File: src/sv/hrp_pkg.sv
// ----------------------------------------------------------------------------
// hrp_pkg
// Shared constants and key tables for the HTTP request header parser.
// ----------------------------------------------------------------------------
package hrp_pkg;

  localparam int PATH_CAP    = 256;
  localparam int TYPE_CAP    = 128;
  localparam int MAX_REQUEST = 65535;

  localparam int PC_W = $clog2(PATH_CAP + 1);
  localparam int TC_W = $clog2(TYPE_CAP);
  localparam int RX_W = $clog2(MAX_REQUEST + 1);

  localparam logic [PC_W-1:0] PATH_LIM  = PC_W'(PATH_CAP);
  localparam logic [PC_W-1:0] PATH_LIM1 = PC_W'(PATH_CAP - 1);
  localparam logic [TC_W-1:0] TYPE_LIM1 = TC_W'(TYPE_CAP - 1);
  localparam logic [RX_W-1:0] RX_LIM    = RX_W'(MAX_REQUEST);

  localparam logic [30:0] LEN_MAX = 31'h7FFF_FFFF;

  localparam logic [2:0] KIND_PATH  = 3'd0;
  localparam logic [2:0] KIND_TREST = 3'd1;
  localparam logic [2:0] KIND_TYPE  = 3'd2;
  localparam logic [2:0] KIND_BODY  = 3'd3;
  localparam logic [2:0] KIND_SUM   = 3'd4;

  localparam logic [1:0] METH_GET  = 2'd0;
  localparam logic [1:0] METH_POST = 2'd1;
  localparam logic [1:0] METH_UNK  = 2'd2;

  localparam logic [7:0] CH_NUL   = 8'h00;
  localparam logic [7:0] CH_LF    = 8'h0A;
  localparam logic [7:0] CH_CR    = 8'h0D;
  localparam logic [7:0] CH_SPACE = 8'h20;
  localparam logic [7:0] CH_PLUS  = 8'h2B;

  function automatic logic [7:0] get_key(input logic [4:0] p);
    case (p)
      5'd0:    get_key = "G";
      5'd1:    get_key = "E";
      default: get_key = "T";
    endcase
  endfunction

  function automatic logic [7:0] post_key(input logic [4:0] p);
    case (p)
      5'd0:    post_key = "P";
      5'd1:    post_key = "O";
      5'd2:    post_key = "S";
      default: post_key = "T";
    endcase
  endfunction

  function automatic logic [7:0] type_key(input logic [4:0] p);
    case (p)
      5'd0:    type_key = "c";
      5'd1:    type_key = "o";
      5'd2:    type_key = "n";
      5'd3:    type_key = "t";
      5'd4:    type_key = "e";
      5'd5:    type_key = "n";
      5'd6:    type_key = "t";
      5'd7:    type_key = "-";
      5'd8:    type_key = "t";
      5'd9:    type_key = "y";
      5'd10:   type_key = "p";
      5'd11:   type_key = "e";
      default: type_key = ":";
    endcase
  endfunction

  function automatic logic [7:0] len_key(input logic [4:0] p);
    case (p)
      5'd0:    len_key = "c";
      5'd1:    len_key = "o";
      5'd2:    len_key = "n";
      5'd3:    len_key = "t";
      5'd4:    len_key = "e";
      5'd5:    len_key = "n";
      5'd6:    len_key = "t";
      5'd7:    len_key = "-";
      5'd8:    len_key = "l";
      5'd9:    len_key = "e";
      5'd10:   len_key = "n";
      5'd11:   len_key = "g";
      5'd12:   len_key = "t";
      5'd13:   len_key = "h";
      default: len_key = ":";
    endcase
  endfunction

endpackage

File: src/sv/http_request_header_parser_top.sv
// Each input byte is registered in the input register; its results are registered in the result queue.
// Throughput: one byte per cycle while out_stall is low and each byte yields at
// most one result; a byte yielding k results fills the 3-entry result queue and stalls input while they drain.
// Reset (synchronous, rst_n low) returns the parser to the request line
// and empties the input register and the result queue.
// ----------------------------------------------------------------------------
// http_request_header_parser_top
// Byte-serial HTTP/1.1 request parser: method, path, content type, length,
// body bytes and an end-of-buffer summary.
// ----------------------------------------------------------------------------
module http_request_header_parser_top (
  input  logic        clk,
  input  logic        rst_n,
  input  logic        in_valid,
  output logic        in_stall,
  input  logic [7:0]  in_byte_in,
  input  logic        in_buffer_end,
  output logic        out_valid,
  input  logic        out_stall,
  output logic [2:0]  out_kind,
  output logic [7:0]  out_data_byte,
  output logic [1:0]  out_method_code,
  output logic        out_path_valid,
  output logic [7:0]  out_path_length,
  output logic [30:0] out_body_length,
  output logic [15:0] out_body_count,
  output logic        out_last_result
);
  import hrp_pkg::*;

  typedef enum logic [2:0] {
    PH_REQ, PH_HDR, PH_TSKIP, PH_TVAL, PH_LVAL, PH_BODY, PH_IDLE
  } phase_t;

  typedef enum logic [1:0] {NUM_IDLE, NUM_WS, NUM_DIG, NUM_DONE} num_t;

  localparam logic [2:0] MS_GET  = 3'd4;
  localparam logic [2:0] MS_POST = 3'd5;

  typedef struct packed {
    phase_t            phase;
    logic [4:0]        lpos;
    logic [2:0]        ms;
    logic [1:0]        sc;
    logic [PC_W-1:0]   pc;
    logic              pok;
    logic [1:0]        hm;
    logic [TC_W-1:0]   tc;
    num_t              ns;
    logic [30:0]       len;
    logic              crp;
    logic [15:0]       bc;
    logic              stopped;
    logic [RX_W-1:0]   rx;
  } st_t;

  typedef struct packed {
    logic [2:0]  kind;
    logic [7:0]  data;
    logic [1:0]  meth;
    logic        pv;
    logic [7:0]  plen;
    logic [30:0] blen;
    logic [15:0] bcnt;
    logic        last;
  } res_t;

  typedef struct packed {
    st_t        s;
    logic       e;
    logic [2:0] k;
  } dres_t;

  function automatic st_t st_reset();
    st_t s;
    s         = '0;
    s.phase   = PH_REQ;
    s.ms      = 3'd3;
    s.hm      = 2'd3;
    s.ns      = NUM_IDLE;
    return s;
  endfunction

  function automatic res_t mk_res(input st_t s, input logic [2:0] k, input logic [7:0] b);
    res_t r;
    r      = '0;
    r.kind = k;
    r.data = b;
    if (k == KIND_SUM) begin
      r.meth = (s.ms == MS_GET) ? METH_GET : ((s.ms == MS_POST) ? METH_POST : METH_UNK);
      r.pv   = s.pok;
      r.plen = s.pok ? 8'(s.pc) : 8'd0;
      r.blen = (s.phase == PH_BODY) ? s.len : 31'd0;
      r.bcnt = s.bc;
    end
    return r;
  endfunction

  function automatic st_t decide_body(input st_t si);
    st_t s;
    s       = si;
    s.phase = (s.ms == MS_POST && s.len != 31'd0) ? PH_BODY : PH_IDLE;
    return s;
  endfunction

  function automatic dres_t data_step(input st_t si, input logic [7:0] c);
    dres_t      d;
    logic [4:0] p;
    logic [7:0] lc;
    logic       ws;
    logic       dig;
    logic       acc;
    logic       hit;
    logic [34:0] t;
    d   = '0;
    d.s = si;
    p   = si.lpos;
    acc = 1'b0;
    hit = 1'b0;
    t   = '0;
    lc  = (c >= "A" && c <= "Z") ? c + 8'd32 : c;
    ws  = c == CH_SPACE || c == 8'h09 || c == CH_LF || c == 8'h0B || c == 8'h0C || c == CH_CR;
    dig = c >= "0" && c <= "9";
    if (si.lpos != 5'd31) d.s.lpos = si.lpos + 5'd1;
    case (si.phase)
      PH_REQ: begin
        if (d.s.ms < 3'd4) begin
          if (d.s.ms[0] && p < 5'd3) begin
            if (c != get_key(p)) d.s.ms[0] = 1'b0;
            else if (p == 5'd2) d.s.ms = MS_GET;
          end
          if (d.s.ms < 3'd4 && d.s.ms[1] && p < 5'd4) begin
            if (c != post_key(p)) d.s.ms[1] = 1'b0;
            else if (p == 5'd3) d.s.ms = MS_POST;
          end
        end
        if (si.sc == 2'd0) begin
          if (c == CH_SPACE) d.s.sc = 2'd1;
        end else if (si.sc == 2'd1) begin
          if (c == CH_SPACE) begin
            d.s.sc  = 2'd2;
            d.s.pok = si.pc < PATH_LIM;
          end else begin
            if (si.pc < PATH_LIM1) begin
              d.e = 1'b1;
              d.k = KIND_PATH;
            end
            if (si.pc < PATH_LIM) d.s.pc = si.pc + 1'b1;
          end
        end
      end
      PH_HDR: begin
        if (si.hm[0] && p < 5'd13) begin
          if (lc != type_key(p)) d.s.hm[0] = 1'b0;
          else if (p == 5'd12) begin
            d.s.hm    = 2'd0;
            d.s.tc    = '0;
            d.s.phase = PH_TSKIP;
            d.e       = 1'b1;
            d.k       = KIND_TREST;
            hit       = 1'b1;
          end
        end
        if (!hit && d.s.hm[1] && p < 5'd15) begin
          if (lc != len_key(p)) d.s.hm[1] = 1'b0;
          else if (p == 5'd14) begin
            d.s.hm    = 2'd0;
            d.s.len   = '0;
            d.s.ns    = NUM_WS;
            d.s.phase = PH_LVAL;
          end
        end
      end
      PH_TSKIP, PH_TVAL: begin
        if (si.phase == PH_TVAL || c != CH_SPACE) begin
          d.s.phase = PH_TVAL;
          if (si.tc < TYPE_LIM1) begin
            d.e    = 1'b1;
            d.k    = KIND_TYPE;
            d.s.tc = si.tc + 1'b1;
          end
        end
      end
      PH_LVAL: begin
        if (si.ns == NUM_WS) begin
          if (ws) begin
          end else if (c == CH_PLUS) begin
            d.s.ns = NUM_DIG;
          end else if (!dig) begin
            d.s.ns = NUM_DONE;
          end else begin
            d.s.ns = NUM_DIG;
            acc    = 1'b1;
          end
        end else if (si.ns == NUM_DIG) begin
          if (!dig) d.s.ns = NUM_DONE;
          else acc = 1'b1;
        end
        if (acc) begin
          t = ({4'd0, si.len} << 3) + ({4'd0, si.len} << 1) + {31'd0, 4'(c - "0")};
          d.s.len = (t > {4'd0, LEN_MAX}) ? LEN_MAX : t[30:0];
        end
      end
      default: begin
      end
    endcase
    return d;
  endfunction

  st_t        st_r, st_nxt;
  logic       iv_r;
  logic [7:0] ib_r;
  logic       ie_r;
  res_t       q_r [3];
  res_t       r_nxt [3];
  logic [1:0] qn_r;
  logic [1:0] n_nxt;
  logic       take;
  logic       can_load;
  logic       go;

  assign take     = (qn_r != 2'd0) && !out_stall;
  assign can_load = (qn_r == 2'd0) || (qn_r == 2'd1 && take);
  assign go       = iv_r && can_load;
  assign in_stall = iv_r && !can_load;

  always_comb begin
    st_t   s;
    dres_t d;
    logic  done;
    s    = st_r;
    d    = '0;
    done = 1'b0;
    n_nxt = 2'd0;
    for (int i = 0; i < 3; i++) r_nxt[i] = '0;
    if (!s.stopped && s.rx < RX_LIM) begin
      s.rx = s.rx + 1'b1;
      if (s.phase == PH_BODY) begin
        if (ib_r == CH_NUL) s.stopped = 1'b1;
        else if ({15'd0, s.bc} < s.len) begin
          r_nxt[n_nxt] = mk_res(s, KIND_BODY, ib_r);
          n_nxt        = n_nxt + 2'd1;
          s.bc         = s.bc + 16'd1;
        end
      end else if (s.phase == PH_IDLE) begin
        if (ib_r == CH_NUL) s.stopped = 1'b1;
      end else begin
        if (s.crp) begin
          s.crp = 1'b0;
          if (ib_r == CH_LF) begin
            done = 1'b1;
            if (s.phase == PH_HDR && s.lpos == 5'd0) s = decide_body(s);
            else begin
              s.phase = PH_HDR;
              s.lpos  = '0;
              s.hm    = 2'd3;
              s.ns    = NUM_IDLE;
            end
          end else begin
            d = data_step(s, CH_CR);
            s = d.s;
            if (d.e) begin
              r_nxt[n_nxt] = mk_res(s, d.k, (d.k == KIND_TREST) ? 8'd0 : CH_CR);
              n_nxt        = n_nxt + 2'd1;
            end
          end
        end
        if (!done) begin
          if (ib_r == CH_NUL) begin
            s.stopped = 1'b1;
            if (s.phase == PH_HDR && s.lpos == 5'd0) s = decide_body(s);
          end else if (ib_r == CH_CR) begin
            s.crp = 1'b1;
          end else begin
            d = data_step(s, ib_r);
            s = d.s;
            if (d.e) begin
              r_nxt[n_nxt] = mk_res(s, d.k, (d.k == KIND_TREST) ? 8'd0 : ib_r);
              n_nxt        = n_nxt + 2'd1;
            end
          end
        end
      end
    end
    if (ie_r) begin
      if (!s.stopped) begin
        if (s.crp && s.phase <= PH_LVAL) begin
          s.crp = 1'b0;
          d     = data_step(s, CH_CR);
          s     = d.s;
          if (d.e) begin
            r_nxt[n_nxt] = mk_res(s, d.k, (d.k == KIND_TREST) ? 8'd0 : CH_CR);
            n_nxt        = n_nxt + 2'd1;
          end
        end
        if (s.phase == PH_HDR && s.lpos == 5'd0) s = decide_body(s);
      end
      r_nxt[n_nxt] = mk_res(s, KIND_SUM, 8'd0);
      n_nxt        = n_nxt + 2'd1;
      s            = st_reset();
    end
    if (n_nxt != 2'd0) r_nxt[n_nxt - 2'd1].last = 1'b1;
    st_nxt = s;
  end

  always_ff @(posedge clk) begin
    if (!rst_n) begin
      st_r <= st_reset();
      iv_r <= 1'b0;
      qn_r <= 2'd0;
    end else begin
      if (in_valid && !in_stall) begin
        iv_r <= 1'b1;
        ib_r <= in_byte_in;
        ie_r <= in_buffer_end;
      end else if (go) begin
        iv_r <= 1'b0;
      end
      if (go) begin
        st_r <= st_nxt;
        q_r  <= r_nxt;
        qn_r <= n_nxt;
      end else if (take) begin
        q_r[0] <= q_r[1];
        q_r[1] <= q_r[2];
        qn_r   <= qn_r - 2'd1;
      end
    end
  end

  assign out_valid       = qn_r != 2'd0;
  assign out_kind        = q_r[0].kind;
  assign out_data_byte   = q_r[0].data;
  assign out_method_code = q_r[0].meth;
  assign out_path_valid  = q_r[0].pv;
  assign out_path_length = q_r[0].plen;
  assign out_body_length = q_r[0].blen;
  assign out_body_count  = q_r[0].bcnt;
  assign out_last_result = q_r[0].last;

endmodule
File: config.mk
export PLATFORM = sky130hd
export DESIGN_NAME = http_request_header_parser_top
export DESIGN_NICKNAME = d
export VERILOG_FILES = /design/src/sv/hrp_pkg.sv /design/src/sv/http_request_header_parser_top.sv
export SDC_FILE = /design/constraint.sdc
export NUM_CORES = 1
export LEC_CHECK = 0
export ABC_AREA = 1
export BUFFER_PORTS_ARGS = -buffer_cell sky130_fd_sc_hd__buf_2
export CORE_MARGIN = 10
export CORE_UTILIZATION = 63
export CTS_CLUSTER_SIZE = 8
export DETAILED_ROUTE_END_ITERATION = 8
export HOLD_SLACK_MARGIN = 0.06
export PLACE_DENSITY = 0.92
export SETUP_SLACK_MARGIN = 0.05
export SYNTH_ARGS = -nofsm -noshare
export SYNTH_HDL_FRONTEND = slang
export SYNTH_SLANG_ARGS = --single-unit
File: constraint.sdc
create_clock -name clk -period 14.3 [get_ports clk]
set_input_delay 2.86 -clock clk [delete_from_list [all_inputs] [get_ports clk]]
set_output_delay 2.86 -clock clk [all_outputs]
set_load 0.005 [all_outputs]
==> Yosys cells after proc, flatten, opt, wreduce, memory -nomap -nowiden <==
Memory sizes are Yosys's and may differ from the RTL's. A register that Yosys moved wholly into a read port is not among the register bits.
Cells that the tools add are included.
{ "totals": {"inputBits": 13, "regBits": 321, "out_inout_bits": 72, "rom_bits": 576, "mem_count": 6} }
{ "classes": {"n_mux": 527, "n_lt_le_gt_ge": 45, "add_sub_neg": 24, "n_eq_ne": 84, "bitwise_logic": 4, "n_reduce_logical": 76} }
{ "memory_table": {"columns": ["memory", "depth", "word_bits", "rd", "rd_clocked_by_memory_dff", "write_ports", "line", "text"], "rows": [
  ["(no name shown)", 16, 6, 1, 1, 0, "hrp_pkg.sv:56", "case (p)"],
  ["(no name shown)", 16, 6, 1, 1, 0, "hrp_pkg.sv:74", "case (p)"],
  ["(no name shown)", 16, 6, 1, 0, 0, "hrp_pkg.sv:56", null],
  ["(no name shown)", 16, 6, 1, 0, 0, "hrp_pkg.sv:74", null],
  ["(no name shown)", 16, 6, 1, 0, 0, "hrp_pkg.sv:56", null],
  ["(no name shown)", 16, 6, 1, 0, 0, "hrp_pkg.sv:74", null]
]} }
{ "op_table": {"columns": ["cell", "n"], "rows": [
  ["$mux 210", 12],
  ["$mux 99", 16],
  ["$mux 58", 15],
  ["$bwmux 210", 4],
  ["$mux 8", 99],
  ["$mux 70", 10],
  ["$demux 70 s2", 4],
  ["$mux 140", 3],
  ["$mux 31", 10],
  ["$mux 33", 9],
  ["$mux 9", 33],
  ["$mux 3", 78],
  ["$pmux 33 s2", 3],
  ["$mux 4", 43],
  ["$mux 69", 2],
  ["$mux 2", 53],
  ["$add 34x32->35", 3],
  ["$gt 35x31->1 const B", 3],
  ["$mux 15", 7],
  ["$reduce_bool 31->1", 3],
  ["$mux 1", 91],
  ["$mux 82", 1],
  ["$add 35x4->35 const B", 2],
  ["$eq 3x3->1 const B", 23],
  ["other kinds (62)", 233]
]} }

==> Depth between registers and ports, before layout <==
{ "depth": {"word_depth": 148, "depth_mapped": 43, "ltp_nobuf": 42} }

==> Worst setup path after synthesis <==
No wires, ideal clock.
{ "synth_path": {"path_kind": "input-to-reg", "startpoint": "input port out_stall", "endpoint": "register q_r, in the netlist out_body_count[0], enable pin", "path_stages": 7, "arrival_time_ns": 10.672, "setup_ns": 0.685, "required_time_ns": 13.615, "path_buffers": 2, "path_slack_ns": 2.943, "cell_sequence": "nor2_1 > a21oi_1 > nor2_1 > inv_2 > clkbuf_1 > clkbuf_1 > a21oi_1"} }
{ "synth_between": {"elab_chain_len": 7} }
{ "synth_rtl": {"columns": ["item", "line", "text"], "rows": [
  ["start, declared", "http_request_header_parser_top.sv:19", "input logic out_stall,"],
  ["$logic_not 1->1 *", "http_request_header_parser_top.sv:222", "assign take = (qn_r != 2'd0) && !out_stall;"],
  ["$logic_and 1x1->1 *", "http_request_header_parser_top.sv:222", null],
  ["$logic_and 1x1->1", "http_request_header_parser_top.sv:223", "assign can_load = (qn_r == 2'd0) || (qn_r == 2'd1 && take);"],
  ["$logic_or 1x1->1", "http_request_header_parser_top.sv:223", null],
  ["$logic_and 1x1->1", "http_request_header_parser_top.sv:224", "assign go = iv_r && can_load;"],
  ["$reduce_bool 2->1 (no source line) *", null, null],
  ["$reduce_and 2->1 (no source line) *", null, null],
  ["end signal, assigned", "http_request_header_parser_top.sv:321", "q_r <= r_nxt;"],
  ["end, declared", "http_request_header_parser_top.sv:214", "res_t q_r [3];"]
]} }
Mark *: on every way between the ends. The rest lies on a longest branch, timed or not.
A chain may end at the register's enable or synchronous reset.

==> Worst setup path after layout <==
{ "layout_path": {"startpoint": "register st_r[0] in the netlist's numbering", "endpoint": "register q_r[120] in the netlist's numbering (data pin)"} }
{ "layout_between": {"elab_chain_len": 33, "elab_cells_between_ends": 92, "classes_between": "4 x add/sub; 10 x order compare; 7 x eq/ne; 58 x mux; 3 x bitwise; 9 x reduce/logical; 1 x memory"} }
{ "layout_rtl": {"columns": ["item", "line", "text"], "rows": [
  ["start, declared", "http_request_header_parser_top.sv:210", "st_t st_r, st_nxt;"],
  ["start signal, assigned", "http_request_header_parser_top.sv:308", "st_r <= st_reset();"],
  ["start signal, assigned", "http_request_header_parser_top.sv:320", "st_r <= st_nxt;"],
  ["$lt 16x16->1 *", "http_request_header_parser_top.sv:236", "if (!s.stopped && s.rx < RX_LIM) begin"],
  ["$logic_and 1x1->1 *", "http_request_header_parser_top.sv:236", null],
  ["$mux 99", "http_request_header_parser_top.sv:236", null],
  ["$mem_v2 16x6", null, null],
  ["$mux 8", "hrp_pkg.sv:56", null],
  ["$mux 8", "http_request_header_parser_top.sv:153", "if (si.hm[0] && p < 5'd13) begin"],
  ["$mux 8", "http_request_header_parser_top.sv:125", "case (si.phase)"],
  ["$mux 8", "http_request_header_parser_top.sv:287", "if (s.crp && s.phase <= PH_LVAL) begin"],
  ["(+17 left out)", null, null],
  ["$mux 210", "http_request_header_parser_top.sv:287", null],
  ["$mux 210", "http_request_header_parser_top.sv:286", "if (!s.stopped) begin"],
  ["$mux 210", "http_request_header_parser_top.sv:285", "if (ie_r) begin"],
  ["$bwmux 210", "http_request_header_parser_top.sv:298", "r_nxt[n_nxt] = mk_res(s, KIND_SUM, 8'd0);"],
  ["$mux 210", "http_request_header_parser_top.sv:285", null],
  ["$bwmux 210", "http_request_header_parser_top.sv:302", "if (n_nxt != 2'd0) r_nxt[n_nxt - 2'd1].last = 1'b1;"],
  ["$mux 210 *", "http_request_header_parser_top.sv:302", null],
  ["$mux 140 *", "http_request_header_parser_top.sv:319", "if (go) begin"]
]} }
Mark *: on every way between the ends. The rest lies on a longest branch, timed or not. The select of a mux whose other input is x is not followed.

==> metrics.cfg <==
[power_and_ir_drop]
p_sw_uw = 562
clock_power_share_pct = 45.5
internal-power_uw = 1670
p_per_area_nw_per_um2 = 96.5
ir_drop_v = 0.000106
p_sw_share_pct = 25.2
leakage_uw = 0.0102
p_comb_share_pct = 7.8
p_seq_share_pct = 46.7

[cts]
cts-resized-gates = 0
hold_buffers = 0
insertion_delay_ns = 0.58
path_clk_slew_ns = 0.06
tritoncts = yes
post-cts-setup-buffers = 0
cts_inserted_buffers = 45
cts_root_buffer = clkbuf_16
clkSinkCount = 313
cts_max_level = 2
cts_max_path_buffers = 3

[floorplan]
coreArea_sq_um = 33700
rows = 67
die_x_um = 205
fp.dieH_um = 205
dieArea_sq_um = 42100
io_pins = 85
start_util_pct = 64.1

[finish]
finalNonFillerCells = 3435
nNetsFinal = 3071
antenna_cells = 0
drive_above_1_share_pct = 8.40
synthToLayoutAreaGrowth_pct = 6.88

[global_routing]
grt-ovfl-total = 0
grt_max_degree = 102
grt_pass1_wl_um = 107000
antenna_found_initial = 0
grt_pass1_vias = 20021
grtUsageTotal_pct = 31.4

[timing]
slew_headroom_pct = 27.6
setup-violations-final = 0
rsz0062_at_grt = false
min_period_over_period_pct = 48.3
final-hold-violation-count = 0
tightest_slew_ns = 1.09
clock-skew-final_ns = 0.0372
fin_setup_tns_ns = 0
layout_min_cycle_time_ns = 6.90
fmax_mhz = 145
drv_slew = 0

[yosys]
yosys_warnings = 0
async_reset_ff_share_pct = 0
syn-cell-area_sq_um = 21600
synth_flop_cell = edfxtp_1
ys_seq_elements = 313
synth-seq-area-share_pct = 38.8
synthDistinctLibCells = 64
syn_nets = 3095
syn_inst = 2977
syn_avg_cell_area_sq_um = 7.26
synth_edf_count = 211

[route]
finalWirelength_um = 67500
wl_per_cell_um = 19.7
drc_errors = 0
dr.first_iter.drc_count = 3414
vias_per_cell = 6.21
drt-pass1-iter-count = 6
vias = 21324
antenna_left = 0

[flow_run]
cap_violations = 0

[worst_setup_path]
r2r-start = st_r[0]
crit_required_ns = 14.66
crit_type = reg -> reg
crit_path_start = st_r[0]
crit_fanout = 33
worstPathArrival_ns = 7.26
start_kind = register
slowest_delay_ns = 0.63
reg2reg_slack_ns = 7.40
cp_slowest_cell = nor2_1
setup.worst_path.end_class = register
cp_common_cell = nor2_1

[placed_design]
gp_congestion = 1.02
portBuffers = 84
placed_cells = 3354
dp_hpwl_um = 46800

[min_path]
hold_start = st_r[76]
hold_path.class = reg -> reg

[run_status]
status = finished clean

-- flip-flops by register name (all words and copies together), names as in the netlist --
| name | cells |
|---|---|
| st_r | 99 |
| out_body_count | 16 |
| out_method_code | 2 |
| out_path_valid | 1 |
| iv_r | 1 |
| ib_r | 8 |
| ie_r | 1 |
| qn_r | 2 |
| out_body_length | 31 |
| q_r | 132 |
| out_kind | 3 |
| out_path_length | 8 |
| out_data_byte | 8 |
| out_last_result | 1 |
-- placed cells by master (no fill, tap or decap), drive strengths merged, types with 2 or more instances in the layout --
| cell type | instances |
|---|---|
| o221ai | 2 |
| nor2 | 304 |
| inv | 310 |
| a22o | 2 |
| dfxtp | 102 |
| xor2 | 35 |
| fa | 2 |
| nand3 | 163 |
| clkbuf | 77 |
| xnor2 | 12 |
| and2 | 2 |
| a31oi | 10 |
| a211oi | 4 |
| edfxtp | 211 |
| buf | 110 |
| nor3 | 45 |
| a221oi | 2 |
| ha | 103 |
| o22ai | 6 |
| clkinv | 8 |
| nand2 | 852 |
| a21boi | 5 |
| nor4 | 19 |
| a21oi | 226 |
| o2111ai | 2 |
| o32ai | 2 |
| o21bai | 6 |
| o211ai | 17 |
| o31ai | 2 |
| a22oi | 6 |
| nand4 | 93 |
| o21ai | 211 |
| or2 | 17 |
| a311oi | 3 |
| o21a | 6 |
-- power by group through the flow --
stage | sequential, uW | combinational (uW) | clock, uW
final | 1040 | 173 | 1010
after global routing | 1040 | 189 | 1050
after CTS | 1040 | 170 | 1010
after detailed placement | 1060 | 166 | 0
after global placement | 1050 | 160 | 0
after floorplan | 1060 | 126 | 0
-- critical path: cells and delay by family (launching register included) --
family	cells	cell delay (ns)
adder cells (fa/ha/maj)	2	0.39
flip-flops	1	0.37
AO/OA/AOI/OAI	1	0.26
AND/OR/NAND/NOR	22	3.53
buffers and inverters	9	1.96
XOR/XNOR	1	0.16
-- logic make-up (layout without fill, tap and decap cells) --
| logic type | count (synthesis) | after routing | share of synthesized area, % |
|---|---|---|---|
| simple gates | 1497 | 1497 | 29.7 |
| other cells | 1 | 1 | 0.0174 |
| flops | 313 | 313 | 38.8 |
| buf+inv | 495 | 505 | 10.4 |
| xor+xnor | 47 | 47 | 1.90 |
| compound gates | 519 | 519 | 13.1 |
| fa+ha+maj | 105 | 105 | 6.15 |
-- layout make-up --
cell class / count / area (sq um)
clock inverter: 4 / 71.3
multi-input combinational: 2169 / 11000
sequential: 313 / 8380
timing repair buffer: 110 / 616
clock buffer: 77 / 1260
inverter: 314 / 1180
fill: 2622 / 10600
tap: 448 / 561
-- metrics by stage --
| stage | setup slack, ns | area [sq um] | hold slack (ns) | total power, uW | utilization [%] |
|---|---|---|---|---|---|
| after floorplan | 2.94 | 21600 | 0.429 | 1190 | - |
| after global placement | 7.95 | 21800 | 0.453 | 1210 | 64.6 |
| after detailed placement | 7.74 | 21800 | 0.462 | 1220 | 64.6 |
| after CTS | 7.58 | 23100 | 0.471 | 2220 | 68.5 |
| after global routing | 6.78 | 23100 | 0.488 | 2280 | 68.5 |
| final | 7.40 | 23100 | 0.476 | 2230 | 68.5 |
-- cells in the mapped netlist, drive strengths merged, types with 2 or more instances --
| cell type | n | share of area [%] |
|---|---|---|
| inv | 309 | 5.4 |
| nand4 | 93 | 2.7 |
| and2 | 2 | 0.058 |
| nor4 | 19 | 0.58 |
| a31oi | 10 | 0.29 |
| clkbuf | 78 | 1.4 |
| o21bai | 6 | 0.21 |
| a21oi | 226 | 5.2 |
| a21boi | 5 | 0.17 |
| o21ai | 211 | 5.0 |
| o31ai | 2 | 0.069 |
| nand2 | 852 | 15 |
| a311oi | 3 | 0.12 |
| fa | 2 | 0.19 |
| clkinv | 5 | 0.093 |
| nor3 | 45 | 1.2 |
| o32ai | 2 | 0.081 |
| nor2 | 304 | 5.7 |
| dfxtp | 102 | 9.4 |
| edfxtp | 211 | 29 |
| o2111ai | 2 | 0.081 |
| a211oi | 4 | 0.14 |
| o21a | 6 | 0.21 |
| or2 | 17 | 0.49 |
| o22ai | 6 | 0.17 |
| a22o | 2 | 0.081 |
| buf | 103 | 3.6 |
| xnor2 | 12 | 0.49 |
| nand3 | 163 | 3.9 |
| o211ai | 17 | 0.59 |
| o221ai | 2 | 0.081 |
| ha | 103 | 6.0 |
| a22oi | 6 | 0.21 |
| a221oi | 2 | 0.081 |
| xor2 | 35 | 1.4 |
-- path summary, 6_finish.rpt --
| check | to | depth (start not counted) |
|---|---|---|
| setup / recovery | q_r[120] | 35 |
| hold / removal | st_r[76] | 2 |
| setup reg to reg | q_r[120] | 35 |
| hold reg to reg | st_r[76] | 2 |
-- routing by layer --
layer  vias up  GRT usage [%]  part of all wire (%)  routed length (um)
met4         0           11.2                   3.8                2600
li1       9838              -                     -                   -
met5         -              0                     0                   0
met1      9683           42.1                    38               25900
met3       228           6.73                    13                8900
met2      1575           49.2                    45               30200
Note: power is estimated with default switching activity, not from simulation.
